`src/sv/arp_pkg.sv`:
```
// ----------------------------------------------------------------------------
// arp_pkg: shared definitions for the anomaly report policy core
// Action codes, register indexes, default widths and reset values, and
// the status bundle of the remainder unit.
// ----------------------------------------------------------------------------
package arp_pkg;

  localparam int unsigned LEVEL_WIDTH_DEF = 16;
  localparam int unsigned TIME_WIDTH_DEF  = 48;
  localparam int unsigned COUNT_WIDTH_DEF = 8;

  // Fixed register and port widths
  localparam int unsigned CFG_DATA_W = 32;
  localparam int unsigned CFG_IDX_W  = 3;
  localparam int unsigned RUN_CFG_W  = 8;
  localparam int unsigned INTV_W     = 32;

  // Register reset values
  localparam logic                 DETECT_EN_RST  = 1'b1;
  localparam logic                 COMBINE_OR_RST = 1'b1;
  localparam logic [RUN_CFG_W-1:0] ENTER_RST      = 8'd3;
  localparam logic [RUN_CFG_W-1:0] RECOVER_RST    = 8'd3;
  localparam logic [INTV_W-1:0]    INTERVAL_RST   = 32'd1000000;

  typedef enum logic [1:0] {
    ACT_DISCARD = 2'd0,
    ACT_START   = 2'd1,
    ACT_REPORT  = 2'd2,
    ACT_RECOVER = 2'd3
  } action_e;

  typedef enum logic [CFG_IDX_W-1:0] {
    CFG_DETECT_EN   = 3'd0,
    CFG_RMS_THR     = 3'd1,
    CFG_PEAK_THR    = 3'd2,
    CFG_COMBINE_OR  = 3'd3,
    CFG_ENTER_WIN   = 3'd4,
    CFG_RECOVER_WIN = 3'd5,
    CFG_INTERVAL    = 3'd6
  } cfg_idx_e;

  typedef struct packed {
    logic busy;
    logic done;
  } div_stat_t;

endpackage

```
`src/sv/arp_rem_div.sv`:
```
// ----------------------------------------------------------------------------
// arp_rem_div: bit-serial remainder unit
// Restoring division that keeps only the remainder, one dividend bit per
// cycle through a single compare and subtract.
// ----------------------------------------------------------------------------
module arp_rem_div #(
  parameter int unsigned DIVIDEND_W = arp_pkg::TIME_WIDTH_DEF,
  parameter int unsigned DIVISOR_W  = arp_pkg::INTV_W
) (
  input  logic                  clk_i,
  input  logic                  rst_ni,
  input  logic                  start_i,
  input  logic [DIVIDEND_W-1:0] dividend_i,
  input  logic [DIVISOR_W-1:0]  divisor_i,
  output arp_pkg::div_stat_t    stat_o,
  output logic [DIVISOR_W-1:0]  rem_o
);

  localparam int unsigned CNT_W = $clog2(DIVIDEND_W + 1);

  logic                  busy_q, busy_d;
  logic                  done_q, done_d;
  logic [CNT_W-1:0]      cnt_q, cnt_d;
  logic [DIVIDEND_W-1:0] dvd_q, dvd_d;
  logic [DIVISOR_W-1:0]  dvs_q, dvs_d;
  logic [DIVISOR_W-1:0]  rem_q, rem_d;
  logic [DIVISOR_W:0]    shifted;
  logic [DIVISOR_W:0]    dvs_ext;

  assign shifted = {rem_q, dvd_q[DIVIDEND_W-1]};
  assign dvs_ext = {1'b0, dvs_q};

  always_comb begin
    busy_d = busy_q;
    done_d = 1'b0;
    cnt_d  = cnt_q;
    dvd_d  = dvd_q;
    dvs_d  = dvs_q;
    rem_d  = rem_q;
    if (start_i) begin
      busy_d = 1'b1;
      cnt_d  = CNT_W'(DIVIDEND_W);
      dvd_d  = dividend_i;
      dvs_d  = divisor_i;
      rem_d  = '0;
    end else if (busy_q) begin
      // shift in the next dividend bit, subtract where it fits
      if (shifted >= dvs_ext) begin
        rem_d = DIVISOR_W'(shifted - dvs_ext);
      end else begin
        rem_d = shifted[DIVISOR_W-1:0];
      end
      dvd_d = dvd_q << 1;
      cnt_d = cnt_q - 1'b1;
      if (cnt_q == CNT_W'(1)) begin
        busy_d = 1'b0;
        done_d = 1'b1;
      end
    end
  end

  always_ff @(posedge clk_i or negedge rst_ni) begin
    if (!rst_ni) begin
      busy_q <= 1'b0;
      done_q <= 1'b0;
      cnt_q  <= '0;
    end else begin
      busy_q <= busy_d;
      done_q <= done_d;
      cnt_q  <= cnt_d;
    end
  end

  always_ff @(posedge clk_i) begin
    dvd_q <= dvd_d;
    dvs_q <= dvs_d;
    rem_q <= rem_d;
  end

  assign stat_o.busy = busy_q;
  assign stat_o.done = done_q;
  assign rem_o       = rem_q;

endmodule

```
`src/sv/anomaly_report_policy_core.sv`:
```
// ----------------------------------------------------------------------------
// anomaly_report_policy_core: vibration window anomaly reporting policy
// Classifies each window against the level thresholds, tracks the normal
// and anomaly runs, and schedules periodic reports while anomalous.
// ----------------------------------------------------------------------------
//  channel  | signals                               | direction
//  ---------+---------------------------------------+----------
//  window   | in_valid_i / in_ready_o + fields      | in
//  result   | out_valid_o / out_ready_i + fields    | out
//  config   | cfg_we_i, cfg_idx_i, cfg_wdata_i      | in
//
// A window passes the evaluate and emit states from request to result, and the
// divide and fix states when a periodic report is due with a nonzero interval:
// the report-time catch-up runs the remainder unit, one lateness bit per cycle.
// in_ready_o is high only while no window is in work; a new window may be
// taken while the previous result still waits in the output register.
// Reset is asynchronous, active low, and restores the register defaults.
// ----------------------------------------------------------------------------
module anomaly_report_policy_core #(
  parameter int unsigned LEVEL_WIDTH = arp_pkg::LEVEL_WIDTH_DEF,
  parameter int unsigned TIME_WIDTH  = arp_pkg::TIME_WIDTH_DEF,
  parameter int unsigned COUNT_WIDTH = arp_pkg::COUNT_WIDTH_DEF
) (
  input  logic                           clk_i,
  input  logic                           rst_ni,
  // configuration
  input  logic                           cfg_we_i,
  input  logic [arp_pkg::CFG_IDX_W-1:0]  cfg_idx_i,
  input  logic [arp_pkg::CFG_DATA_W-1:0] cfg_wdata_i,
  // window input
  input  logic                           in_valid_i,
  output logic                           in_ready_o,
  input  logic                           window_valid_i,
  input  logic [LEVEL_WIDTH-1:0]         rms_level_i,
  input  logic [LEVEL_WIDTH-1:0]         peak_level_i,
  input  logic [TIME_WIDTH-1:0]          uptime_us_i,
  // result output
  output logic                           out_valid_o,
  input  logic                           out_ready_i,
  output logic                           policy_state_o,
  output logic [1:0]                     action_o,
  output logic [COUNT_WIDTH-1:0]         anomaly_run_o,
  output logic [COUNT_WIDTH-1:0]         normal_run_o
);

  localparam int unsigned INTV_W = arp_pkg::INTV_W;
  localparam int unsigned RUN_W  = arp_pkg::RUN_CFG_W;
  localparam int unsigned CMP_W  = (COUNT_WIDTH > RUN_W) ? COUNT_WIDTH : RUN_W;

  typedef enum logic [4:0] {
    S_IDLE = 5'b00001,
    S_EVAL = 5'b00010,
    S_DIV  = 5'b00100,
    S_FIX  = 5'b01000,
    S_EMIT = 5'b10000
  } state_e;

  // configuration registers
  logic                   detect_en_q;
  logic [LEVEL_WIDTH-1:0] rms_thr_q;
  logic [LEVEL_WIDTH-1:0] peak_thr_q;
  logic                   combine_or_q;
  logic [RUN_W-1:0]       enter_win_q;
  logic [RUN_W-1:0]       recover_win_q;
  logic [INTV_W-1:0]      interval_q;

  always_ff @(posedge clk_i or negedge rst_ni) begin
    if (!rst_ni) begin
      detect_en_q   <= arp_pkg::DETECT_EN_RST;
      rms_thr_q     <= '0;
      peak_thr_q    <= '0;
      combine_or_q  <= arp_pkg::COMBINE_OR_RST;
      enter_win_q   <= arp_pkg::ENTER_RST;
      recover_win_q <= arp_pkg::RECOVER_RST;
      interval_q    <= arp_pkg::INTERVAL_RST;
    end else if (cfg_we_i) begin
      unique case (arp_pkg::cfg_idx_e'(cfg_idx_i))
        arp_pkg::CFG_DETECT_EN:   detect_en_q   <= cfg_wdata_i[0];
        arp_pkg::CFG_RMS_THR:     rms_thr_q     <= cfg_wdata_i[LEVEL_WIDTH-1:0];
        arp_pkg::CFG_PEAK_THR:    peak_thr_q    <= cfg_wdata_i[LEVEL_WIDTH-1:0];
        arp_pkg::CFG_COMBINE_OR:  combine_or_q  <= cfg_wdata_i[0];
        arp_pkg::CFG_ENTER_WIN:   enter_win_q   <= cfg_wdata_i[RUN_W-1:0];
        arp_pkg::CFG_RECOVER_WIN: recover_win_q <= cfg_wdata_i[RUN_W-1:0];
        arp_pkg::CFG_INTERVAL:    interval_q    <= cfg_wdata_i[INTV_W-1:0];
        default: ;
      endcase
    end
  end

  // sequencer and policy state
  state_e                 state_q, state_d;
  logic                   mode_q, mode_d;
  logic [COUNT_WIDTH-1:0] anom_cnt_q, anom_cnt_d;
  logic [COUNT_WIDTH-1:0] norm_cnt_q, norm_cnt_d;
  logic [TIME_WIDTH-1:0]  next_rpt_q, next_rpt_d;
  arp_pkg::action_e       act_q, act_d;

  // captured request
  logic                   win_valid_q;
  logic [LEVEL_WIDTH-1:0] rms_q;
  logic [LEVEL_WIDTH-1:0] peak_q;
  logic [TIME_WIDTH-1:0]  now_q;

  // result register
  logic                   out_valid_q, out_valid_d;
  logic                   out_state_q;
  arp_pkg::action_e       out_act_q;
  logic [COUNT_WIDTH-1:0] out_anom_q;
  logic [COUNT_WIDTH-1:0] out_norm_q;
  logic                   out_load;

  logic                   in_accept;
  logic                   rms_hit, peak_hit, anom;
  logic [COUNT_WIDTH-1:0] anom_inc, norm_inc;
  logic [TIME_WIDTH:0]    diff;
  logic                   div_start;
  arp_pkg::div_stat_t     div_stat;
  logic [INTV_W-1:0]      div_rem;

  assign in_ready_o = (state_q == S_IDLE);
  assign in_accept  = in_valid_i && in_ready_o;

  assign rms_hit  = (rms_thr_q != '0) && (rms_q >= rms_thr_q);
  assign peak_hit = (peak_thr_q != '0) && (peak_q >= peak_thr_q);
  assign anom     = detect_en_q && (combine_or_q ? (rms_hit || peak_hit)
                                                 : (rms_hit && peak_hit));

  // saturate at all ones
  assign anom_inc = (anom_cnt_q == '1) ? anom_cnt_q : anom_cnt_q + 1'b1;
  assign norm_inc = (norm_cnt_q == '1) ? norm_cnt_q : norm_cnt_q + 1'b1;

  // borrow bit set when uptime lies below the next report time
  assign diff = {1'b0, now_q} - {1'b0, next_rpt_q};

  assign out_load = (state_q == S_EMIT) && (!out_valid_q || out_ready_i);

  always_comb begin
    state_d    = state_q;
    mode_d     = mode_q;
    anom_cnt_d = anom_cnt_q;
    norm_cnt_d = norm_cnt_q;
    next_rpt_d = next_rpt_q;
    act_d      = act_q;
    div_start  = 1'b0;
    unique case (state_q)
      S_IDLE: begin
        if (in_accept) begin
          state_d = S_EVAL;
        end
      end
      S_EVAL: begin
        act_d   = arp_pkg::ACT_DISCARD;
        state_d = S_EMIT;
        if (win_valid_q) begin
          if (!mode_q) begin
            anom_cnt_d = anom ? anom_inc : '0;
            if ((enter_win_q != '0) &&
                (CMP_W'(anom_cnt_d) >= CMP_W'(enter_win_q))) begin
              mode_d     = 1'b1;
              norm_cnt_d = '0;
              next_rpt_d = now_q + TIME_WIDTH'(interval_q);
              act_d      = arp_pkg::ACT_START;
            end
          end else begin
            norm_cnt_d = anom ? '0 : norm_inc;
            if ((recover_win_q != '0) &&
                (CMP_W'(norm_cnt_d) >= CMP_W'(recover_win_q))) begin
              mode_d     = 1'b0;
              anom_cnt_d = '0;
              norm_cnt_d = '0;
              act_d      = arp_pkg::ACT_RECOVER;
            end else if (!diff[TIME_WIDTH]) begin
              act_d = arp_pkg::ACT_REPORT;
              if (interval_q != '0) begin
                // catch up: next becomes now - (now - next) mod interval + interval
                div_start = 1'b1;
                state_d   = S_DIV;
              end
            end
          end
        end
      end
      S_DIV: begin
        if (div_stat.done) begin
          next_rpt_d = now_q - TIME_WIDTH'(div_rem);
          state_d    = S_FIX;
        end
      end
      S_FIX: begin
        next_rpt_d = next_rpt_q + TIME_WIDTH'(interval_q);
        state_d    = S_EMIT;
      end
      S_EMIT: begin
        if (out_load) begin
          state_d = S_IDLE;
        end
      end
      default: state_d = S_IDLE;
    endcase
  end

  always_comb begin
    out_valid_d = out_valid_q;
    if (out_load) begin
      out_valid_d = 1'b1;
    end else if (out_ready_i) begin
      out_valid_d = 1'b0;
    end
  end

  always_ff @(posedge clk_i or negedge rst_ni) begin
    if (!rst_ni) begin
      state_q     <= S_IDLE;
      mode_q      <= 1'b0;
      anom_cnt_q  <= '0;
      norm_cnt_q  <= '0;
      next_rpt_q  <= '0;
      act_q       <= arp_pkg::ACT_DISCARD;
      out_valid_q <= 1'b0;
    end else begin
      state_q     <= state_d;
      mode_q      <= mode_d;
      anom_cnt_q  <= anom_cnt_d;
      norm_cnt_q  <= norm_cnt_d;
      next_rpt_q  <= next_rpt_d;
      act_q       <= act_d;
      out_valid_q <= out_valid_d;
    end
  end

  always_ff @(posedge clk_i) begin
    if (in_accept) begin
      win_valid_q <= window_valid_i;
      rms_q       <= rms_level_i;
      peak_q      <= peak_level_i;
      now_q       <= uptime_us_i;
    end
    if (out_load) begin
      out_state_q <= mode_q;
      out_act_q   <= act_q;
      out_anom_q  <= anom_cnt_q;
      out_norm_q  <= norm_cnt_q;
    end
  end

  arp_rem_div #(
    .DIVIDEND_W (TIME_WIDTH),
    .DIVISOR_W  (INTV_W)
  ) u_rem_div (
    .clk_i      (clk_i),
    .rst_ni     (rst_ni),
    .start_i    (div_start),
    .dividend_i (diff[TIME_WIDTH-1:0]),
    .divisor_i  (interval_q),
    .stat_o     (div_stat),
    .rem_o      (div_rem)
  );

  assign out_valid_o    = out_valid_q;
  assign policy_state_o = out_state_q;
  assign action_o       = out_act_q;
  assign anomaly_run_o  = out_anom_q;
  assign normal_run_o   = out_norm_q;

  // no new request while the remainder unit runs
  assert property (@(posedge clk_i) disable iff (!rst_ni)
    div_stat.busy |-> !in_ready_o)
    else $error("request taken while remainder unit busy");

  // remainder result only lands while the sequencer waits for it
  assert property (@(posedge clk_i) disable iff (!rst_ni)
    div_stat.done |-> (state_q == S_DIV))
    else $error("remainder done outside of wait state");

  // start and report leave the anomaly state set, recovery clears it
  assert property (@(posedge clk_i) disable iff (!rst_ni)
    (out_valid_o && ((action_o == arp_pkg::ACT_START) ||
                     (action_o == arp_pkg::ACT_REPORT))) |-> policy_state_o)
    else $error("start or report with normal state");

  assert property (@(posedge clk_i) disable iff (!rst_ni)
    (out_valid_o && (action_o == arp_pkg::ACT_RECOVER)) |->
      (!policy_state_o && (anomaly_run_o == '0) && (normal_run_o == '0)))
    else $error("recovery without cleared state");

endmodule
```
`config.mk`:
```
export PLATFORM = sky130hd
export DESIGN_NAME = anomaly_report_policy_core
export DESIGN_NICKNAME = d
export VERILOG_FILES = /design/src/sv/arp_pkg.sv /design/src/sv/arp_rem_div.sv /design/src/sv/anomaly_report_policy_core.sv
export SDC_FILE = /design/constraint.sdc
export NUM_CORES = 1
export LEC_CHECK = 0
export BUFFER_PORTS_ARGS = -buffer_cell sky130_fd_sc_hd__buf_2
export CORE_MARGIN = 5
export CORE_UTILIZATION = 35
export CTS_CLUSTER_SIZE = 8
export DETAILED_ROUTE_END_ITERATION = 7
export PLACE_DENSITY_LB_ADDON = 0.1
export SETUP_SLACK_MARGIN = 0.4
export SKIP_LAST_GASP = 1
export SYNTH_ARGS = -nofsm -noshare
export SYNTH_HDL_FRONTEND = slang
export SYNTH_HIERARCHICAL = 1
export SYNTH_SLANG_ARGS = --single-unit
```
`constraint.sdc`:
```
create_clock -name clk_i -period 12.8 [get_ports clk_i]
set_clock_uncertainty 0.1 [all_clocks]
set_input_delay 1.28 -clock clk_i [delete_from_list [all_inputs] [get_ports clk_i]]
set_output_delay 1.28 -clock clk_i [all_outputs]
set_load 0.01 [all_outputs]
```
## Yosys cells after proc, flatten, opt, wreduce, memory -nomap -nowiden

Cells that the tools add are included.

| operators by class | value |
|---|---|
| add/subtract/negate cells | 8 |
| order comparisons | 5 |
| eq/ne operators | 21 |
| muxes and demuxes | 51 |
| reduce and logical (&&, ||, !) cells | 33 |

Operator list:

| cell | count |
|---|---|
| 2-to-1 mux 48 bit | 6 |
| one-hot mux 48 bit (3 select lines) | 1 |
| adder 48 x 32 -> 48 bit | 2 |
| 2-to-1 mux 8 bit | 9 |
| subtractor 48 x 48 -> 49 bit | 1 |
| subtractor 48 x 32 -> 48 bit | 1 |
| 2-to-1 mux 5 bit | 8 |
| greater-or-equal comparator 33 x 32 -> 1 bit | 1 |
| greater-or-equal comparator 16 bit | 2 |
| 2-to-1 mux 32 bit | 1 |
| nonzero test 16 bit | 2 |
| nonzero test 32 bit | 1 |
| subtractor 32 bit | 1 |
| one-hot mux 5 bit (5 select lines) | 1 |
| 2-to-1 mux 1 bit | 19 |
| adder 8 x 1 -> 8 bit, second input constant | 2 |
| == test 8 bit, second input constant | 2 |
| greater-or-equal comparator 8 bit | 2 |
| AND reduction 2 bit | 8 |
| nonzero test 8 bit | 2 |
| 2-to-1 mux 6 bit | 2 |
| == test 3 bit, second input constant | 3 |
| AND reduction 3 bit | 3 |
| logical AND 1 bit | 8 |
| other kinds (18) | 30 |

| storage, ports and cells | value |
|---|---|
| register bits | 375 |
| output and inout port bits | 21 |

## Logic depth before layout (Yosys ltp)

| logic depth | value |
|---|---|
| word-level depth | 13 |
| mapped depth | 27 |
| mapped depth without buffers | 24 |

## Hierarchy

The synthesis kept the hierarchy.

By module, submodules not included:

| module | instances | cells an instance | area an instance (µm²) |
|---|---|---|---|
| anomaly_report_policy_core | 1 | 2179 | 19193.4 |
| arp_rem_div | 1 | 676 | 6990.5 |

## Worst setup path before layout

No wires, ideal clock.

| timing | value |
|---|---|
| path kind | register to register |
| start | register peak_thr_q[9] |
| end | register u_rem_div.dvd_q[0] (enable) |
| library setup time | 0.402 ns |
| arrival time | 6.054 ns |
| required time | 12.298 ns |
| setup slack | 6.244 ns |
| stages on the path, launching flop included | 26 |
| buffers on the path | 3 |
| cell sequence | dfrtp_1 inv_1 ha_1 a21o_1 a21o_1 a21oi_1 o22ai_1 a31oi_1 maj3_1 nand2b_1 clkbuf_1 nand2_1 ha_1 nand2b_1 a21oi_1 nor2b_1 o211ai_1 a21boi_0 o21ai_0 nand2_1 a211oi_1 and2_1 clkbuf_1 nor2_1 clkbuf_1 inv_1 |

| on the way | value |
|---|---|
| cells in the longest elaborated chain, start to end | 13 |
| elaborated cells between the ends (all ways) | 15 |
| classes of those cells | 2 x order compare; 6 x mux; 7 x reduce/logical |

RTL lines:

| element | RTL line | RTL |
|---|---|---|
| start, declared | anomaly_report_policy_core.sv:61 | `logic [LEVEL_WIDTH-1:0] peak_thr_q;` |
| start signal, assigned | anomaly_report_policy_core.sv:80 | `arp_pkg::CFG_PEAK_THR: peak_thr_q <= cfg_wdata_i[LEVEL_WIDTH-1:0];` |
| greater-or-equal comparator 16 bit or nonzero test 16 bit (tied branches) | anomaly_report_policy_core.sv:124 | `assign peak_hit = (peak_thr_q != '0) && (peak_q >= peak_thr_q);` |
| logical AND 1 bit (*) | anomaly_report_policy_core.sv:124 |  |
| logical AND 1 bit or logical OR 1 bit (tied branches) | anomaly_report_policy_core.sv:126, anomaly_report_policy_core.sv:125 |  |
| 2-to-1 mux 1 bit (*) | anomaly_report_policy_core.sv:125 | `assign anom = detect_en_q && (combine_or_q ? (rms_hit \|\| peak_hit)` |
| logical AND 1 bit (*) | anomaly_report_policy_core.sv:125 |  |
| 2-to-1 mux 8 bit (*) | anomaly_report_policy_core.sv:165 | `norm_cnt_d = anom ? '0 : norm_inc;` |
| greater-or-equal comparator 8 bit (*) | anomaly_report_policy_core.sv:167 | `(CMP_W'(norm_cnt_d) >= CMP_W'(recover_win_q))) begin` |
| logical AND 1 bit (*) | anomaly_report_policy_core.sv:166 | `if ((recover_win_q != '0) &&` |
| 2-to-1 mux 1 bit (*) | anomaly_report_policy_core.sv:166 |  |
| 2-to-1 mux 1 bit (*) | anomaly_report_policy_core.sv:155 | `if (!mode_q) begin` |
| 2-to-1 mux 1 bit (*) | anomaly_report_policy_core.sv:154 | `if (win_valid_q) begin` |
| 2-to-1 mux 1 bit (*) | anomaly_report_policy_core.sv:145 | `unique case (state_q)` |
| named net div_start | anomaly_report_policy_core.sv:116 | `logic div_start;` |
| nonzero test 2 bit (no line) (*) | n/a |  |
| end signal, assigned | arp_rem_div.sv:75 | `dvd_q <= dvd_d;` |
| end, declared | arp_rem_div.sv:24 | `logic [DIVIDEND_W-1:0] dvd_q, dvd_d;` |

Mark *: on every way through the listed nets, which the timed path passes. The rest lies on a longest branch.
A chain may end at the register's enable or synchronous reset.

## Worst setup path after layout

| timing | value |
|---|---|
| start | register peak_thr_q[9] |
| end | register u_rem_div.rem_q[26] (netlist: u_rem_div/rem_o[26]) |

| on the way | value |
|---|---|
| cells in the longest elaborated chain, start to end | 12 |
| elaborated cells between the ends (all ways) | 14 |
| classes of those cells | 2 x order compare; 6 x mux; 6 x reduce/logical |

RTL lines:

| element | RTL line | RTL |
|---|---|---|
| greater-or-equal comparator 16 bit or nonzero test 16 bit (tied branches) | anomaly_report_policy_core.sv:124 |  |
| logical AND 1 bit (*) | anomaly_report_policy_core.sv:124 |  |
| logical AND 1 bit or logical OR 1 bit (tied branches) | anomaly_report_policy_core.sv:126, anomaly_report_policy_core.sv:125 |  |
| 2-to-1 mux 1 bit (*) | anomaly_report_policy_core.sv:125 |  |
| logical AND 1 bit (*) | anomaly_report_policy_core.sv:125 |  |
| 2-to-1 mux 8 bit (*) | anomaly_report_policy_core.sv:165 |  |
| greater-or-equal comparator 8 bit (*) | anomaly_report_policy_core.sv:167 |  |
| logical AND 1 bit (*) | anomaly_report_policy_core.sv:166 |  |
| 2-to-1 mux 1 bit (*) | anomaly_report_policy_core.sv:166 |  |
| 2-to-1 mux 1 bit (*) | anomaly_report_policy_core.sv:155 |  |
| 2-to-1 mux 1 bit (*) | anomaly_report_policy_core.sv:154 |  |
| 2-to-1 mux 1 bit (*) | anomaly_report_policy_core.sv:145 |  |
| named net div_start | anomaly_report_policy_core.sv:116 |  |
| end signal, assigned | arp_rem_div.sv:77 | `rem_q <= rem_d;` |
| end, declared | arp_rem_div.sv:26 | `logic [DIVISOR_W-1:0] rem_q, rem_d;` |

Marks and branches as above.

==> key figures <==
Worst setup path
  • Crit start category: flop
  • Reg2Reg Depth: 24
  • Arrival time worst endpoint: 7.11 ns
  • Worst flop-to-flop path startpoint: peak_thr_q[9]
  • Crit-path max cell delay: 0.63 ns
  • Family with the most delay on the worst path: compound AO/OA/AOI/OAI gates
  • Slowest-stage cell, CP: buf_4
  • Crit Path Class: reg2reg
  • Worst-path maximum fanout: 49
  • Crit. End Element: flop
  • WP data required: 13.18 ns
  • CP bufs+invs: 2
  • R2R Path End: u_rem_div/rem_o[26]
  • Crit path cell chain: inv_1 > ha_1 > a21o_1 > a21o_1 > a21oi_1 > o22ai_1 > a31oi_1 > maj3_1 > nand2b_1 > nand2_1 > ha_1 > nand2b_1 > a21oi_1 > nor2b_1 > o211ai_1 > a21boi_0 > o21ai_0 > nand2_1 > a211oi_1 > and2_4 > buf_4 > nor2b_1 > o21ai_1 > o211ai_1
  • Setup slack, reg-to-reg: 6.07 ns

Pwr
  • Combinational power share: 33.7%
  • Lkg Pwr: about 12 nW
  • Int Pwr: 2.89 mW
  • Sw Ratio: around 37%
  • Pwr/cell area: 156 nW/um^2
  • VDD IR max: roughly 0.11 mV
  • Clock Power Share: 30.7%
  • Psw: 1.70 mW
  • Sequential share of power: 35.5%

Clock tree
  • Post-CTS setup buffer count: 0
  • Hold Buf Count CTS: 0
  • Bufs on Longest Clock Path: 3
  • Num CTS Buffers: 55
  • CTS resizes: 0
  • Clock Sinks: 375
  • Root Driver: clkbuf_16
  • TritonCTS clock tree: done
  • Clock slew at reported path FFs: 0.06 ns
  • Worst-Skew Late Latency: 0.62 ns
  • H-Tree Depth: 2

STA
  • Worst-Margin Slew: roughly 1.1 ns
  • FMAX: 0.149 GHz
  • Fin Setup TNS: 0 ns
  • Min Tclk post-route: 6.73 ns
  • Setup violators final: 0
  • Share of the clock period used by the worst path: approximately 53%
  • Slew Viols, Final: 0
  • Hold Fails Final Rpt: 0
  • Unrepaired setup endpoints after global routing: no
  • Rel. slew slack: between 20% and 30%
  • WHS: 0.382 ns

Detailed routing
  • # DRC: 0
  • Drt via density: 5.63
  • Detail Route Antenna Nets: 0
  • Initial DRC Count: 1796
  • DR vias: ~22000
  • Final wirelength: just under 90000 um
  • TritonRoute pass-1 iters: 5
  • Drt wl/cell: roughly 22 um

Yosys
  • Yosys warns: 6
  • Synthesized net count: approximately 3200
  • Post-Syn Area: roughly 26000 um^2
  • Synth Area per Inst: between 9 and 10 um^2
  • Syn Inst Count: 2854

Floorplanning
  • IO Pins: 142
  • Initial Util: 35.2%
  • Die Height: roughly 280 um
  • Row Count: 100
  • Core footprint: 74300 um^2
  • Die width: 283 um
  • Die area: 80400 um^2

Layout
  • P&R area growth vs syn: 12.5%
  • Final #Nets: 3267
  • Share of layout cells above drive strength 1: roughly 13%
  • Fillers: about 7500
  • Area of the multi-input gates: 14700 um^2
  • Register area: 10100 um^2
  • Fin cells: 3962

Global route
  • GRT Util Overall: a little over a fifth
  • Initial antenna violation count: 2
  • Total congestion overflow: 0
  • First-pass GRT wire length: ~130000 um
  • Largest net degree at the start of global routing: 69
  • Vias in the first global route: 22200

Job
  • Max-cap violations: 0

Hold path
  • Hold Path Sink: next_rpt_q[11]
  • Hold Crit Class: reg2reg
  • Cells on Worst Hold Path: 2
  • Hold Crit Start: next_rpt_q[11]

Status
  • Status: finished, final reports clean

Placement
  • Routability congestion estimate: 0.920
  • HPWL after DPL: 65800 um
  • Input/output buffers: ~140
  • Placed cell count: 3858
[per-layer routing]
metal | part of all wire (%) | vias up | wire length [um] | global-route usage, %
met5 | 0 | - | 0 | 0
met4 | 2.6 | 0 | 2290 | 5.55
met3 | 5.4 | 114 | 4730 | 3.38
met2 | 46 | 622 | 39800 | 34.0
met1 | 46 | 10900 | 40400 | 29.2
li1 | - | 10700 | - | -
[placed cells by master, fill, tap and decap left out, types with 27 or more instances in the layout]
master	count
clkbuf_16	55
and3_1	35
nand3_1	82
nor4_1	29
edfxtp_1	180
nand4_1	46
nor3_1	40
ha_1	196
nand2b_1	31
mux2_2	93
inv_1	208
clkbuf_1	38
buf_2	140
o211ai_1	32
xnor2_1	97
a21o_1	88
nor2_1	177
nand2_1	267
o21bai_1	27
a21oi_1	212
a31oi_1	35
xor2_1	45
dfrtp_1	149
o21ai_0	201
dfxtp_1	32
[area by class of cell]
cell class,instances,area share (%)
Clock buffer,99,5.44
Clock inverter,4,0.238
Tap cell,969,4.12
Sequential cell,375,34.5
Timing Repair Buffer,165,3.03
Antenna cell,1,0.00850
Inverter,209,2.66
Multi-Input combinational cell,2140,50.0
[sequential cells by signal (all words and copies together), names as in the netlist, 2 cells and up]
register / count
now_q: 48
act_q: 2
anom_cnt_q: 8
peak_q: 16
enter_win_q: 8
interval_q: 32
action_o: 2
recover_win_q: 8
rms_thr_q: 16
u_rem_div/dvs_q: 32
u_rem_div/rem_o: 32
u_rem_div/dvd_q: 48
peak_thr_q: 16
state_q: 5
norm_cnt_q: 8
next_rpt_q: 48
anomaly_run_o: 8
rms_q: 16
u_rem_div/cnt_q: 6
normal_run_o: 8
[power by group through the flow]
| stage | clock (mW) | sequential [mW] | combinational [mW] |
|---|---|---|---|
| after floorplan | 0 | 1.55 | 1.15 |
| after global placement | 0 | 1.65 | 1.52 |
| after detailed placement | 0 | 1.65 | 1.53 |
| after CTS | 1.46 | 1.63 | 1.54 |
| after global routing | 1.51 | 1.64 | 1.72 |
| final | 1.41 | 1.63 | 1.55 |
[how the worst max path moves through the flow]
stage | from | end | slack [ns] | depth (start not counted)
3_5_place_dp | peak_thr_q[13] | u_rem_div/dvd_q[43] | 6.04 | 22
5_1_grt | peak_thr_q[5] | u_rem_div/rem_o[31] | 5.40 | 22
3_3_place_gp | peak_thr_q[13] | u_rem_div/dvd_q[42] | 6.21 | 22
6_report | peak_thr_q[9] | u_rem_div/rem_o[26] | 6.07 | 24
2_1_floorplan | peak_thr_q[9] | u_rem_div/dvd_q[0] | 6.24 | 25
4_1_cts | peak_thr_q[13] | u_rem_div/rem_o[27] | 6.00 | 24
[worst register-to-register path: cells and delay by family, from the launching register on]
kind | cells | cell delay, ns
AO/OA/AOI/OAI | 12 | 2.60
flip-flops | 1 | 0.35
buffers and inverters | 2 | 0.70
adder cells (fa/ha/maj) | 3 | 0.98
AND/OR/NAND/NOR | 7 | 1.86
[per-stage QoR]
stage                     total power [mW]  instance area [um^2]  utilization (%)  setup WS, ns
final                                 4.59                 29400             39.6          6.07
after floorplan                       2.69                 26200                -          6.24
after global routing                  4.88                 29400             39.6          5.40
after global placement                3.17                 27800             37.4          6.21
after CTS                             4.63                 29400             39.6          6.00
after detailed placement              3.18                 27800             37.4          6.04
Note: power is estimated with default switching activity, not from simulation.
